## src/hdl/fwvs_pkg.sv

```systemverilog
`default_nettype none
package fwvs_pkg;
  localparam int SLOTS_PER_KIND = 4;
  localparam int MUSIC_SLOTS_DEF = 2;
  localparam int PHASE_W = 26;
  localparam int VOL_W = 32;
  localparam int ACC_W = 48;

  typedef enum logic [1:0] {
    OP_TICK = 2'd0,
    OP_PLAY = 2'd1,
    OP_SET = 2'd2,
    OP_NONE = 2'd3
  } op_t;

  typedef enum logic [1:0] {
    ST_IDLE,
    ST_SCAN,
    ST_VOICE,
    ST_DONE
  } state_t;

  // controller to datapath
  typedef struct packed {
    logic load;
    logic scan_clear;
    logic scan_step;
    logic write_voice;
    logic voice_clear;
    logic voice_step;
    logic finish;
  } cmd_t;

  // datapath to controller
  typedef struct packed {
    logic scan_last;
    logic voice_last;
    logic out_busy;
  } status_t;

  // duty thresholds on phase[25:23], the top three bits
  function automatic logic [2:0] duty_limit(input logic [1:0] d);
    case (d)
      2'd0: duty_limit = 3'd1;
      2'd1: duty_limit = 3'd2;
      2'd2: duty_limit = 3'd4;
      default: duty_limit = 3'd6;
    endcase
  endfunction
endpackage
`default_nettype wire

```

## src/hdl/fwvs_ctrl.sv

```systemverilog
`default_nettype none
module fwvs_ctrl
  import fwvs_pkg::*;
(
  input  wire logic      clk,
  input  wire logic      rst,
  input  wire logic      in_valid,
  input  wire logic [1:0] op,
  output logic           in_ready,
  input  status_t        status,
  output cmd_t           cmd
);
  state_t state, state_next;

  always_ff @(posedge clk) begin
    if (rst) state <= ST_IDLE;
    else state <= state_next;
  end

  always_comb begin
    state_next = state;
    cmd = '0;
    in_ready = 1'b0;
    case (state)
      ST_IDLE: begin
        in_ready = !status.out_busy;
        if (in_valid && !status.out_busy) begin
          cmd.load = 1'b1;
          if (op == OP_TICK) begin
            cmd.voice_clear = 1'b1;
            state_next = ST_VOICE;
          end else if (op == OP_PLAY) begin
            cmd.scan_clear = 1'b1;
            state_next = ST_SCAN;
          end else if (op == OP_SET) begin
            state_next = ST_DONE;
          end
        end
      end
      ST_SCAN: begin
        cmd.scan_step = 1'b1;
        if (status.scan_last) state_next = ST_DONE;
      end
      ST_DONE: begin
        cmd.write_voice = 1'b1;
        state_next = ST_IDLE;
      end
      ST_VOICE: begin
        cmd.voice_step = 1'b1;
        if (status.voice_last) begin
          cmd.finish = 1'b1;
          state_next = ST_IDLE;
        end
      end
      default: state_next = ST_IDLE;
    endcase
  end
endmodule
`default_nettype wire

```

## config.mk

```make
export PLATFORM = sky130hd
export DESIGN_NAME = fwvs_ctrl
export DESIGN_NICKNAME = d
export VERILOG_FILES = /design/src/hdl/fwvs_pkg.sv /design/src/hdl/fwvs_ctrl.sv
export SDC_FILE = /design/constraint.sdc
export NUM_CORES = 1
export LEC_CHECK = 0
export ABC_AREA = 1
export BUFFER_PORTS_ARGS = -buffer_cell sky130_fd_sc_hd__buf_4
export CORE_AREA = 2 2 39 41
export DETAILED_ROUTE_END_ITERATION = 16
export DIE_AREA = 0 0 41 43
export GPL_ROUTABILITY_DRIVEN = 0
export PLACE_DENSITY = 0.48
export SETUP_SLACK_MARGIN = 0.02
export SYNTH_ARGS = -nofsm -noshare
export SYNTH_HDL_FRONTEND = slang
export SYNTH_SLANG_ARGS = --single-unit
export TNS_END_PERCENT = 1
```

## constraint.sdc

```tcl
create_clock -name clk -period 1.26 [get_ports clk]
set_input_delay 0.252 -clock clk [delete_from_list [all_inputs] [get_ports clk]]
set_output_delay 0.252 -clock clk [all_outputs]
set_load 0.1 [all_outputs]
```

## After elaboration in Yosys (flattened, before gate mapping)

Index checks and enable logic that the tools add are counted.

| word-level totals | value |
|---|---|
| register bits | 2 |
| input port bits | 8 |

| operators by class | value |
|---|---|
| equality and inequality tests | 9 |
| muxes and demuxes | 19 |
| reduce and logical (&&, ||, !) cells | 5 |

Operators with widths:

| cell | number |
|---|---|
| two-way mux 2 bit | 9 |
| two-way mux 1 bit | 9 |
| one-hot mux 2 bit (4 select lines) | 1 |
| equality test 2 bit (second input constant) | 3 |
| != test 2 bit (second input constant) | 3 |
| equality test 2 x 1 -> 1 bit (second input constant) | 2 |
| zero test 2 bit | 2 |
| != test 4 bit (second input constant) | 1 |
| AND reduction 4 bit | 1 |
| logical AND 1 bit | 1 |
| zero test 1 bit | 1 |

## Depth between registers and ports, before layout

| depth | value |
|---|---|
| word-level depth | 6 |
| depth in mapped cells | 6 |

## Least setup slack after synthesis

OpenSTA, ideal clock, no wires.

| timing | value |
|---|---|
| kind | flip-flop to output port |
| from | register state[1] |
| to | output port cmd[0] (netlist name) |
| arrival time | 2.544 ns |
| required time | 1.008 ns |
| setup slack | -1.536 ns |
| stages on the path, launching flop included | 3 |
| buffers on the path | 0 |
| cell sequence | dfxtp_1 -> inv_1 -> nor3_1 |

RTL lines:

| what | line | RTL |
|---|---|---|
| from (decl) | fwvs_ctrl.sv:13 | `state_t state, state_next;` |
| from (signal assigned) | fwvs_ctrl.sv:17 | `else state <= state_next;` |
| to (decl) | fwvs_ctrl.sv:11 | `output cmd_t cmd` |

==> flow_summary.yaml <==
die:
  pin_count: 16
  floorplan.initialDensity_pct: 14.0
  core.rowCount: 14
  floorplan.die.height_um: 43
  fp.coreArea_sq_um: 1380
  die_area_sq_um: 1760
  die_width_um: 41
setup_path:
  critical_path.endpoint_type: "output pin"
  timing.critical_path.arrival_ns: 1.11
  critical_path_peak_fanout: 6
  timing_worst_setup_path_type: "reg2out"
  reg2reg_depth: 7
  crit_required_ns: 1.01
  register_to_register_setup_slack_ns: 0.23
  startpoint_type: "flop"
timing:
  tightest_slew_ns: 0.272
  worst_hold_slack_ns: 0.273
  worst_rel_slew_slack_pct: 81.8
  timing.final.max_slew_violations: 0
  postLayoutSetupSlackWorst_ns: -0.103
  rsz_0062_raised_after_global_routing: "yes"
  finalCritPeriodShare_pct: 108
  hold_viol_final: 0
  timing.final.setup_violations: 7
  finalClockSkew_ns: 0.00956
  timing.fmax_mhz: 734
  finalCriticalPeriod_ns: 1.36
cts:
  cts.reportedPaths.clkPinSlew_ns: 0.04
  clock_insertion_delay_worst_skew_ns: 0.23
  cts_root_buffer: "sky130_fd_sc_hd__clkbuf_4"
  ctsHtreeMaxLevel: 1
  cts_sinks: 2
  cts_tree: "yes"
  cts_made_buffers: 3
  cts_buffer_depth: 2
finish:
  biggestRegsByFlops: "state (2)"
  stdcell_count: 79
  syn2layout_area_growth_pct: 201
  filler_cell_count: 133
  regArea_sq_um: 45.0
  max_flop_register: "state"
  post_route_cells_drive_above_1_share_pct: 66.7
  multi_input_area_sq_um: 179
  final_nets: 72
  number_of_flip_flops_in_the_largest_register: 2
  n_antenna_cell: 0
  post-route-cell-area_sq_um: 583
synthesis:
  yosysUniqueCellTypes: 11
  yosys-top-cells-area: "sky130_fd_sc_hd__dfxtp_1 (21%), sky130_fd_sc_hd__inv_1 (19%), sky130_fd_sc_hd__nand2_1 (17%)"
  post_synth_instance_area_sq_um: 194
  number_of_synthesis_warnings: 0
  cell_taking_the_most_area_after_synthesis: "sky130_fd_sc_hd__dfxtp_1"
  post-synth-top-area-fraction_pct: 20.6
  ff_latch_count_synth: 2
  syn-instance-count: 38
  synth.net_count: 46
  synth-seq-area-share_pct: 20.6
  post_synth.cell_area_avg_sq_um: 5.10
placement:
  postPlaceCellArea_sq_um: 434
  hpwlAfterDp_um: 506
  placed_cells_incl_taps: 75
  post-place-ws_ns: -0.0924
  place.port_buffers: 15
worst_hold_path:
  hold_path.class: "in2reg"
  holdPathStages: 4
run_status:
  status: "finished, violations left"
  violations_in_the_final_reports: "negative setup slack"
grt:
  grt_max_degree: 7
  grt_usage_pct: 9.43
  number_of_antenna_violations_at_the_first_check_in_global_routing: 0
  grt_first_pass_wirelength_mm: 1.08
  first_global_vias: 292
  gr-total-overflow: 0
job:
  maxCapViolCount: 0
detailed_routing:
  postRouteAntennaNets: 0
  drcViolationCount: 0
  routed_wire_length_per_instance_um: 7.44
  via_per_inst: 3.81
  routed_wirelength_um: 588
  vias: 301
  drtIter0Drc: 6
  drt_pre_antenna_iters: 3
area by class of cell:
class | instances | area share [%]
repair buffers | 21 | 45.5
multi-input cells | 25 | 30.7
inverters | 11 | 8.15
flip-flops and latches | 2 | 7.73
clock buffers | 4 | 4.51
well taps | 16 | 3.43
what timing repair did:
item	4_1_cts	5_1_grt
gates resized for setup	30	2
pin swaps	0	2
endpoints found under the setup margin	8	8
buffers inserted	0	0
hold buffers	0	0
through the flow:
step	setup TNS, ns	util (%)
finish	-0.492	42.1
global placement	-0.186	31.4
global route	-0.849	42.1
CTS	-0.682	42.0
floorplan	-0.696	-
detailed placement	-0.304	31.4
worst paths after layout:
| check | start | endpoint |
|---|---|---|
| max | state[1] | cmd[0] |
| min | rst | state[0] |
| max reg2reg | state[0] | state[1] |
| min reg2reg | state[1] | state[1] |
cells in the final DEF, fill, tap and decap left out, drive strengths merged:
cell type and count:
clkbuf 4, o211ai 1, buf 21, nor3 1
nor2 8, a21oi 2, nand3 3, nand2 9
clkinvlp 1, dfxtp 2, inv 10, or2 1
cell families after synthesis:
| logic type | after synthesis | synth area share [%] |
|---|---|---|
| AND/OR/NAND/NOR | 22 | 49.0 |
| AO/OA/AOI/OAI | 3 | 9.03 |
| flip-flops | 2 | 20.6 |
| buffers and inverters | 11 | 21.3 |
worst max-delay path, stage by stage (launching register included):
cell and delay, ns:
sky130_fd_sc_hd__dfxtp_4 0.35, sky130_fd_sc_hd__buf_6 0.13, sky130_fd_sc_hd__inv_4 0.05, sky130_fd_sc_hd__nor3_4 0.15
sky130_fd_sc_hd__buf_12 0.20
cell usage after synthesis (all sizes together):
| master | number |
|---|---|
| dfxtp | 2 |
| nand2 | 9 |
| a21oi | 2 |
| nand3 | 3 |
| o211ai | 1 |
| inv | 11 |
| or2 | 1 |
| nor3 | 1 |
| nor2 | 8 |
layer usage:
metal | global-route usage, % | vias to the layer above | wire (um)
met3 | 1.57 | 0 | 38
met2 | 13.1 | 10 | 329
met5 | 0 | - | 0
met1 | 10.9 | 130 | 220
met4 | 10.0 | 0 | 0
li1 | - | 161 | -
Power is left out: the tool's default activity adds up to more than one toggle a clock period on the data nets, which glitch-free logic cannot reach.
